### src/design/kca_pkg.sv
// Shared types, key table constants and decode functions for the autorepeat engine.
package kca_pkg;

   localparam int unsigned NumKeys = 13;

   localparam logic [15:0] MaskUp       = 16'h4000;
   localparam logic [15:0] MaskDown     = 16'h0400;
   localparam logic [15:0] MaskLeft     = 16'h0100;
   localparam logic [15:0] MaskRight    = 16'h0200;
   localparam logic [15:0] MaskSet      = 16'h8000;
   localparam logic [1:0]  MaskShootFull = 2'b11;
   localparam logic [1:0]  MaskShootOnly = 2'b10;
   localparam logic [1:0]  MaskShootHalf = 2'b01;
   localparam logic [15:0] MaskZoomIn   = 16'h0010;
   localparam logic [15:0] MaskZoomOut  = 16'h0020;
   localparam logic [15:0] MaskMenu     = 16'h2000;
   localparam logic [15:0] MaskDisplay  = 16'h1000;
   localparam logic [15:0] MaskPrint    = 16'h0800;

   localparam logic [15:0] FirstDelayReset  = 16'd500;
   localparam logic [15:0] RepeatDelayReset = 16'd175;

   localparam logic MODE_SCAN   = 1'b0;
   localparam logic MODE_FORGET = 1'b1;

   localparam logic CSR_FIRST_DELAY  = 1'b0;
   localparam logic CSR_REPEAT_DELAY = 1'b1;

   typedef struct packed {
      logic        mode;
      logic [15:0] main_bits;
      logic [1:0]  shutter_bits;
      logic [31:0] now_ms;
   } req_type;

   typedef struct packed {
      logic [3:0] event_key;
      logic       is_repeat;
      logic [3:0] held_key;
   } rsp_type;

   // Bit k set when table key k+1 is pressed (all its mask bits low).
   function automatic logic [NumKeys-1:0] pressed_vec(input logic [15:0] mainv,
                                                      input logic [1:0] shut);
      logic [NumKeys-1:0] v;
      v[0]  = (mainv & MaskUp) == '0;
      v[1]  = (mainv & MaskDown) == '0;
      v[2]  = (mainv & MaskLeft) == '0;
      v[3]  = (mainv & MaskRight) == '0;
      v[4]  = (mainv & MaskSet) == '0;
      v[5]  = (shut & MaskShootFull) == '0;
      v[6]  = (shut & MaskShootOnly) == '0;
      v[7]  = (shut & MaskShootHalf) == '0;
      v[8]  = (mainv & MaskZoomIn) == '0;
      v[9]  = (mainv & MaskZoomOut) == '0;
      v[10] = (mainv & MaskMenu) == '0;
      v[11] = (mainv & MaskDisplay) == '0;
      v[12] = (mainv & MaskPrint) == '0;
      return v;
   endfunction

   // Table position of the lowest set bit, 0 when none.
   function automatic logic [3:0] first_key(input logic [NumKeys-1:0] v);
      logic [3:0] pos;
      pos = 4'd0;
      for (int k = NumKeys - 1; k >= 0; k--) begin
         if (v[k]) begin
            pos = 4'(k + 1);
         end
      end
      return pos;
   endfunction

endpackage

### src/design/key_click_autorepeat_engine.sv
// Top level: input register, scan/repeat logic and result register.
// Takes one scan or forget beat per clock. A beat is captured in an input
// register, then the key table decode, click priority pick and wrapping
// hold-time compare run and the result lands in the output register:
// throughput is one beat per cycle while rsp_ready is high. Delay registers
// are written through the csr_ port (index 0 first delay, index 1 repeat
// delay), which is always ready and should be used only while no beat is in
// flight.
module key_click_autorepeat_engine (
   input  logic        clock,
   input  logic        reset,
   input  logic        req_valid,
   output logic        req_ready,
   input  logic        req_mode,
   input  logic [15:0] req_main_bits,
   input  logic [1:0]  req_shutter_bits,
   input  logic [31:0] req_now_ms,
   output logic        rsp_valid,
   input  logic        rsp_ready,
   output logic [3:0]  rsp_event_key,
   output logic        rsp_is_repeat,
   output logic [3:0]  rsp_held_key,
   input  logic        csr_valid,
   output logic        csr_ready,
   input  logic        csr_index,
   input  logic [15:0] csr_data
);

   logic             in_valid_ff, in_valid_in;
   kca_pkg::req_type in_item_ff;
   logic             out_valid_ff, out_valid_in;
   kca_pkg::rsp_type out_data_ff;
   kca_pkg::rsp_type result;
   logic             advance;

   assign advance   = in_valid_ff && (!out_valid_ff || rsp_ready);
   assign req_ready = !in_valid_ff || advance;
   assign csr_ready = 1'b1;

   kca_state u_state (
      .clock     (clock),
      .reset     (reset),
      .step      (advance),
      .item      (in_item_ff),
      .csr_we    (csr_valid),
      .csr_index (csr_index),
      .csr_data  (csr_data),
      .result    (result)
   );

   always_comb begin
      in_valid_in  = req_valid || (in_valid_ff && !advance);
      out_valid_in = advance || (out_valid_ff && !rsp_ready);
   end

   always_ff @(posedge clock) begin
      if (reset) begin
         in_valid_ff  <= 1'b0;
         out_valid_ff <= 1'b0;
      end else begin
         if (req_ready) begin
            in_valid_ff <= in_valid_in;
         end
         out_valid_ff <= out_valid_in;
      end
   end

   always_ff @(posedge clock) begin
      if (req_valid && req_ready) begin
         in_item_ff <= '{mode: req_mode, main_bits: req_main_bits,
                         shutter_bits: req_shutter_bits, now_ms: req_now_ms};
      end
      if (advance) begin
         out_data_ff <= result;
      end
   end

   assign rsp_valid     = out_valid_ff;
   assign rsp_event_key = out_data_ff.event_key;
   assign rsp_is_repeat = out_data_ff.is_repeat;
   assign rsp_held_key  = out_data_ff.held_key;

endmodule

### src/design/kca_state.sv
// Key scan history, click detection and autorepeat timing for one scan or forget beat.
module kca_state (
   input  logic              clock,
   input  logic              reset,
   input  logic              step,
   input  kca_pkg::req_type  item,
   input  logic              csr_we,
   input  logic              csr_index,
   input  logic [15:0]       csr_data,
   output kca_pkg::rsp_type  result
);

   logic [15:0] first_delay_ff, first_delay_in;
   logic [15:0] repeat_delay_ff, repeat_delay_in;
   logic [15:0] cur_main_ff, cur_main_in;
   logic [1:0]  cur_shut_ff, cur_shut_in;
   logic [3:0]  rem_key_ff, rem_key_in;
   logic        repeating_ff, repeating_in;
   logic [31:0] last_time_ff, last_time_in;

   logic [kca_pkg::NumKeys-1:0] prev_pressed;
   logic [kca_pkg::NumKeys-1:0] now_pressed;
   logic [15:0]                 now_pressed_wide;
   logic [3:0]                  clicked;
   logic [3:0]                  rem_idx;
   logic                        rem_held;
   logic [31:0]                 diff;
   logic [15:0]                 delay;
   logic                        due;
   logic                        scan;

   assign scan = item.mode == kca_pkg::MODE_SCAN;

   always_comb begin
      // previous scan is the stored current one
      prev_pressed     = kca_pkg::pressed_vec(cur_main_ff, cur_shut_ff);
      now_pressed      = scan ? kca_pkg::pressed_vec(item.main_bits, item.shutter_bits)
                              : prev_pressed;
      now_pressed_wide = {{(16 - kca_pkg::NumKeys){1'b0}}, now_pressed};
      clicked          = kca_pkg::first_key(~prev_pressed & now_pressed);
      rem_idx          = rem_key_ff - 4'd1;
      rem_held         = (rem_key_ff != 4'd0) && now_pressed_wide[rem_idx];
      diff             = item.now_ms - last_time_ff;
      delay            = repeating_ff ? repeat_delay_ff : first_delay_ff;
      due              = !diff[31] && (diff > {16'd0, delay});
   end

   always_comb begin
      cur_main_in      = cur_main_ff;
      cur_shut_in      = cur_shut_ff;
      rem_key_in       = rem_key_ff;
      repeating_in     = repeating_ff;
      last_time_in     = last_time_ff;
      result.event_key = 4'd0;
      result.is_repeat = 1'b0;
      result.held_key  = kca_pkg::first_key(now_pressed);
      if (!scan) begin
         rem_key_in = 4'd0;
      end else begin
         cur_main_in = item.main_bits;
         cur_shut_in = item.shutter_bits;
         if (clicked != 4'd0) begin
            rem_key_in       = clicked;
            repeating_in     = 1'b0;
            last_time_in     = item.now_ms;
            result.event_key = clicked;
         end else if (rem_held) begin
            if (due) begin
               repeating_in     = 1'b1;
               last_time_in     = item.now_ms;
               result.event_key = rem_key_ff;
               result.is_repeat = 1'b1;
            end
         end else begin
            rem_key_in = 4'd0;
         end
      end
   end

   always_comb begin
      first_delay_in  = first_delay_ff;
      repeat_delay_in = repeat_delay_ff;
      if (csr_we) begin
         unique case (csr_index)
            kca_pkg::CSR_FIRST_DELAY:  first_delay_in  = csr_data;
            kca_pkg::CSR_REPEAT_DELAY: repeat_delay_in = csr_data;
            default: ;
         endcase
      end
   end

   always_ff @(posedge clock) begin
      if (reset) begin
         first_delay_ff  <= kca_pkg::FirstDelayReset;
         repeat_delay_ff <= kca_pkg::RepeatDelayReset;
         cur_main_ff     <= '1;
         cur_shut_ff     <= '1;
         rem_key_ff      <= 4'd0;
         repeating_ff    <= 1'b0;
         last_time_ff    <= 32'd0;
      end else begin
         first_delay_ff  <= first_delay_in;
         repeat_delay_ff <= repeat_delay_in;
         if (step) begin
            cur_main_ff  <= cur_main_in;
            cur_shut_ff  <= cur_shut_in;
            rem_key_ff   <= rem_key_in;
            repeating_ff <= repeating_in;
            last_time_ff <= last_time_in;
         end
      end
   end

endmodule
### config.mk
export PLATFORM = sky130hd
export DESIGN_NAME = key_click_autorepeat_engine
export DESIGN_NICKNAME = d
export VERILOG_FILES = /design/src/design/kca_pkg.sv /design/src/design/key_click_autorepeat_engine.sv /design/src/design/kca_state.sv
export SDC_FILE = /design/constraint.sdc
export NUM_CORES = 1
export LEC_CHECK = 0
export ABC_AREA = 1
export ABC_CLOCK_PERIOD_IN_PS = 4400
export CORE_MARGIN = 10
export CORE_UTILIZATION = 65
export DETAILED_ROUTE_END_ITERATION = 16
export DONT_BUFFER_PORTS = 1
export GPL_ROUTABILITY_DRIVEN = 0
export PLACE_DENSITY = 0.8
export RECOVER_POWER = 50
export SYNTH_ARGS = -nofsm -noshare
export SYNTH_HDL_FRONTEND = slang
export SYNTH_HIERARCHICAL = 1
export SYNTH_SLANG_ARGS = --single-unit
### constraint.sdc
create_clock -name clock -period 4.4 [get_ports clock]
set_input_delay 0.88 -clock clock [delete_from_list [all_inputs] [get_ports clock]]
set_output_delay 0.88 -clock clock [all_outputs]
set_load 0.02 [all_outputs]
## After elaboration in Yosys (flattened, before gate mapping)

Index checks and enable logic that the tools add are counted.

- Output and inout port bits: 12
- Bits in registers: 149
- Input bits: 73

- Magnitude comparators: 2
- Add/subtract/negate cells: 2
- Equality and inequality tests: 1
- Bitwise operators: 5
- Mux-type cells: 41
- Reduce and logical (&&, ||, !) cells: 53

Operators with widths:

| cell | number |
|---|---|
| $logic_not 16->1 | 20 |
| $mux 32 | 3 |
| $mux 4 | 23 |
| $gt 32x16->1 | 1 |
| $sub 32x32->32 | 1 |
| $mux 16 | 1 |
| $and 13x13->13 | 1 |
| $mux 13 | 1 |
| $not 13->13 | 1 |
| $logic_not 2->1 | 6 |
| $mux 3 | 4 |
| $mux 5 | 2 |
| $reduce_and 2->1 | 4 |
| $reduce_bool 4->1 | 2 |
| $reduce_or 7->1 | 1 |
| $logic_and 1x1->1 | 6 |
| $reduce_or 3->1 | 2 |
| $logic_not 1->1 | 5 |
| $lt 4x5->1 const B | 1 |
| $bmux 1 s4 | 1 |
| $logic_or 1x1->1 | 4 |
| $mux 1 | 4 |
| $mux 2 | 2 |
| $reduce_and 4->1 | 1 |
| other kinds (4) | 7 |

## Logic depth before layout (Yosys ltp)

- Depth in word-level cells: 19
- Mapped depth: 30

## Hierarchy

Netlist, hierarchy kept.

By module, submodules not included:

| module | seq. area each (µm²) | cells each | instances | area an instance (µm²) |
|---|---|---|---|---|
| kca_state | 1621.6 | 1143 | 1 | 6796.5 |
| key_click_autorepeat_engine | 1841.8 | 74 | 1 | 1904.3 |

## Least setup slack after synthesis

OpenSTA, ideal clock, no wires.

- Path type: reg2reg
- Start: reg in_item_ff[0] (netlist bit)
- End: reg u_state.repeating_ff
- Stages on the path, launching flop included: 30
- Path buffers: 1
- Clock period less this slack: 3.155 ns
- Arrival: 3.023 ns
- Setup time: 0.132 ns
- Setup slack: 1.245 ns
- Path through: edfxtp_1 -> inv_1 -> ha_1 -> fa_1 -> inv_1 -> nand2_1 -> nand2_1 -> and2_4 -> nand2_1 -> nand3_2 -> xor2_1 -> ha_1 -> nand2_1 -> nor2_1 -> nand2_1 -> nor2_1 -> nand2_1 -> nand2_1 -> nor2_1 -> nor2_1 -> nor2_1 -> nand3_1 -> nor2_1 -> nand2_1 -> nand3_2 -> nand2_4 -> nand2_4 -> buf_6 -> nand2_1 -> a21oi_1

- Word-level cells in the longest chain between the ends: 5

Ends and longest elaborated chain:

| what | RTL line | source |
|---|---|---|
| from (decl) | key_click_autorepeat_engine.sv:30 | `kca_pkg::req_type in_item_ff;` |
| from (signal assigned) | key_click_autorepeat_engine.sv:70 | `in_item_ff <= '{mode: req_mode, main_bits: req_main_bits,` |
| $sub 32x32->32 (*) | kca_state.sv:43 | `diff = item.now_ms - last_time_ff;` |
| $gt 32x16->1 or $logic_not 1->1 (tied branches) | kca_state.sv:45 | `due = !diff[31] && (diff > {16'd0, delay});` |
| $logic_and 1x1->1 (*) | kca_state.sv:45 |  |
| $reduce_bool 2->1 (no line) (*) | -- |  |
| $reduce_and 4->1 (no line) (*) | -- |  |
| to (signal assigned) | kca_state.sv:108 | `repeating_ff <= repeating_in;` |
| to (decl) | kca_state.sv:18 | `logic repeating_ff, repeating_in;` |

Mark *: on every way between the ends. The rest lies on a longest branch, timed or not.
A chain may end at the register's enable or synchronous reset.

## Worst setup path in the final report

- Start: reg in_item_ff[0] (netlist bit)
- End: reg u_state.last_time_ff[16]

- Word-level cells in the longest chain between the ends: 5

Ends and longest elaborated chain:

| what | RTL line | source |
|---|---|---|
| $sub 32x32->32 (*) | kca_state.sv:43 |  |
| $gt 32x16->1 or $logic_not 1->1 (tied branches) | kca_state.sv:45 |  |
| $logic_and 1x1->1 (*) | kca_state.sv:45 |  |
| $reduce_bool 2->1 (no line) (*) | -- |  |
| $reduce_and 4->1 (no line) (*) | -- |  |
| to (signal assigned) | kca_state.sv:109 | `last_time_ff <= last_time_in;` |
| to (decl) | kca_state.sv:19 | `logic [31:0] last_time_ff, last_time_in;` |

Marks and branches as above.

==> out/results.ini <==
[run_status]
outcome = complete, but fails checks
violations = capacitance limit, slew limit

[global_routing]
grt_overflow = 0
grt_pass1_vias = 6891
grt_pass1_wl_um = 32800
grt.total_usage_pct = 22.2
antenna_found_initial = 0
grt_max_degree = 48

[synth]
syn-instance-count = 1211
syn_avg_cell_area_um2 = 7.04
synthesis.area_mm2 = 0.00852
ys_warn_count = 6
synth.net_count = 1333

[sta]
skew_ns = 0.0109
post-route-period-util_pct = 91.3
fin_tns_setup_ns = 0
slew_viol_final = 46
slew_headroom_pct = -15.6
worst_pin_slew_ns = 1.73
hold_viol_final = 0
rsz0062_at_grt = no
period_minus_slack_ns = 4.02
holdWs_ns = 0.449
fmax_mhz = 249
setup-violations-final = 0

[critical_path]
start_kind = flip-flop
cp.required_ns = 4.75
crit_path_end_kind = flip-flop
cp.arrival_ns = 4.37
critical_path.max_fanout = 17
path_class = flip-flop to flip-flop

[die]
die_height_um = 134
core_mm2 = 0.0127
initial_utilization_pct = 67.0
rows = 41
ios = 85
die_area_mm2 = 0.0181
dieWidth_um = 134

[drt]
drtPass1Iterations = 8
drtAntennaViolNets = 0
wirelength_um = 19800
drc_errors = 0
viasPerCell = 5.39
wl_per_cell_um = 14.2
drtIter0Drc = 626
vias = 7499

[clock_network]
cts_buffer_depth = 2
postCtsSetupRepairBufs = 0
cts_root_buf = clkbuf_16
postCtsHoldBufs = 0
cts.sinks = 137
numCtsBuffers = 17
htree_levels = 4
clk_latency_ns = 0.43
clk_pin_slew_ns = 0.06
cts_tree = built

[hold_path]
worstHoldPathType = flip-flop to flip-flop

[placed_design]
dp_hpwl_um = 14500
port_buffers = 0

[cells_and_area]
antenna_cells = 0
drive_gt1_share_pct = 5.33
nets = 1328
syn_to_final_growth_pct = 8.09
fillers = 1093

[run]
maxCapViolations = 1

[pwr]
power_leakage_nw = 4.41
irDropWorstVdd_mv = 0.398
cellPowerDensity_mw_per_mm2 = 390

## flip-flops by register name, summed over array words and instances (netlist names)
| signal | cells |
|---|---|
| in_item_ff | 45 |
| in_valid_ff | 1 |
| rsp_event_key | 4 |
| rsp_held_key | 4 |
| rsp_is_repeat | 1 |
| rsp_valid | 1 |
| u_state/cur_main_ff | 10 |
| u_state/cur_shut_ff | 2 |
| u_state/first_delay_ff | 16 |
| u_state/last_time_ff | 32 |
| u_state/rem_key_ff | 4 |
| u_state/repeat_delay_ff | 16 |
| u_state/repeating_ff | 1 |
## where the power goes
group	internal (mW)	total (mW)	switching [mW]
sequential	1.40	1.45	0.0504
combinational	0.230	0.666	0.437
clock	0.912	1.47	0.560
total	2.54	3.59	1.05
## critical path, cell delays in order, from the launching register on
cell and delay [ns]:
edfxtp_1 0.34, inv_1 0.05, ha_1 0.22, fa_1 0.42, inv_1 0.09, nand2_1 0.06, nand3_2 0.12, nand3_1 0.08
nand2_1 0.13, xor2_1 0.28, ha_1 0.18, nand2_1 0.06, nor2_1 0.20, nand2_1 0.10, nor2_1 0.09, nand2_1 0.05
nand2_1 0.07, nor2_1 0.04, nor2_1 0.13, nor2_1 0.07, nand3_1 0.08, nor2_1 0.04, nand2_1 0.09, nand3_2 0.10
nand2_4 0.25, buf_4 0.29, nand3_1 0.12, a21oi_1 0.18
## worst paths after layout
| path | start | to | slack, ns | cells past startpoint |
|---|---|---|---|---|
| worst max register to register | in_item_ff[0] | u_state/last_time_ff[16] | 0.38 | 27 |
| worst min register to register | u_state/first_delay_ff[0] | u_state/first_delay_ff[0] | 0.45 | 2 |
| worst min-delay path | u_state/first_delay_ff[0] | u_state/first_delay_ff[0] | 0.45 | 2 |
| worst max-delay path | in_item_ff[0] | u_state/last_time_ff[16] | 0.38 | 27 |
## layout make-up
cell class	instances	area (µm²)	share of cell area, %
multi-input combinational	852	4350	47.2
sequential	137	3280	35.6
inverter	192	721	7.83
clock buffer	19	443	4.81
tap	172	215	2.34
clock inverter	13	169	1.83
timing repair buffer	6	33.8	0.367
## what timing repair did
item,in CTS,in global routing
hold endpoints to repair,0,0
setup endpoints to repair,0,33
gates resized for setup,0,2
## placed cells by master (no fill, tap or decap), types with 11 or more instances in the layout
| cell | instances |
|---|---|
| ha_1 | 48 |
| clkbuf_16 | 17 |
| inv_1 | 185 |
| a21oi_1 | 61 |
| o21ai_0 | 33 |
| dfxtp_1 | 83 |
| nand4_1 | 11 |
| nand3_1 | 88 |
| edfxtp_1 | 54 |
| mux2i_1 | 15 |
| nand2_1 | 389 |
| nor2_1 | 117 |
| xor2_1 | 15 |
## stage by stage
stage               setup slack, ns  power, mW  area [µm²]  utilization [%]  instances
floorplan                      1.24       1.99        8520                -       1211
global placement              0.522       2.11        8600             67.6       1359
detailed placement            0.400       2.13        8600             67.6       1359
CTS                           0.327       3.61        9220             72.4       1391
global route                 0.0435       3.77        9210             72.4       1391
finish                        0.383       3.59        9210             72.4       1391
## per-layer routing
metal	vias up	global-route usage (%)	part of all wire, %
li1	3827	-	-
met3	33	5.97	6.3
met1	3386	27.9	46
met5	-	0	0
met4	0	7.74	1.8
met2	253	35.9	46
No activity file was read; power rests on OpenSTA's default activity.
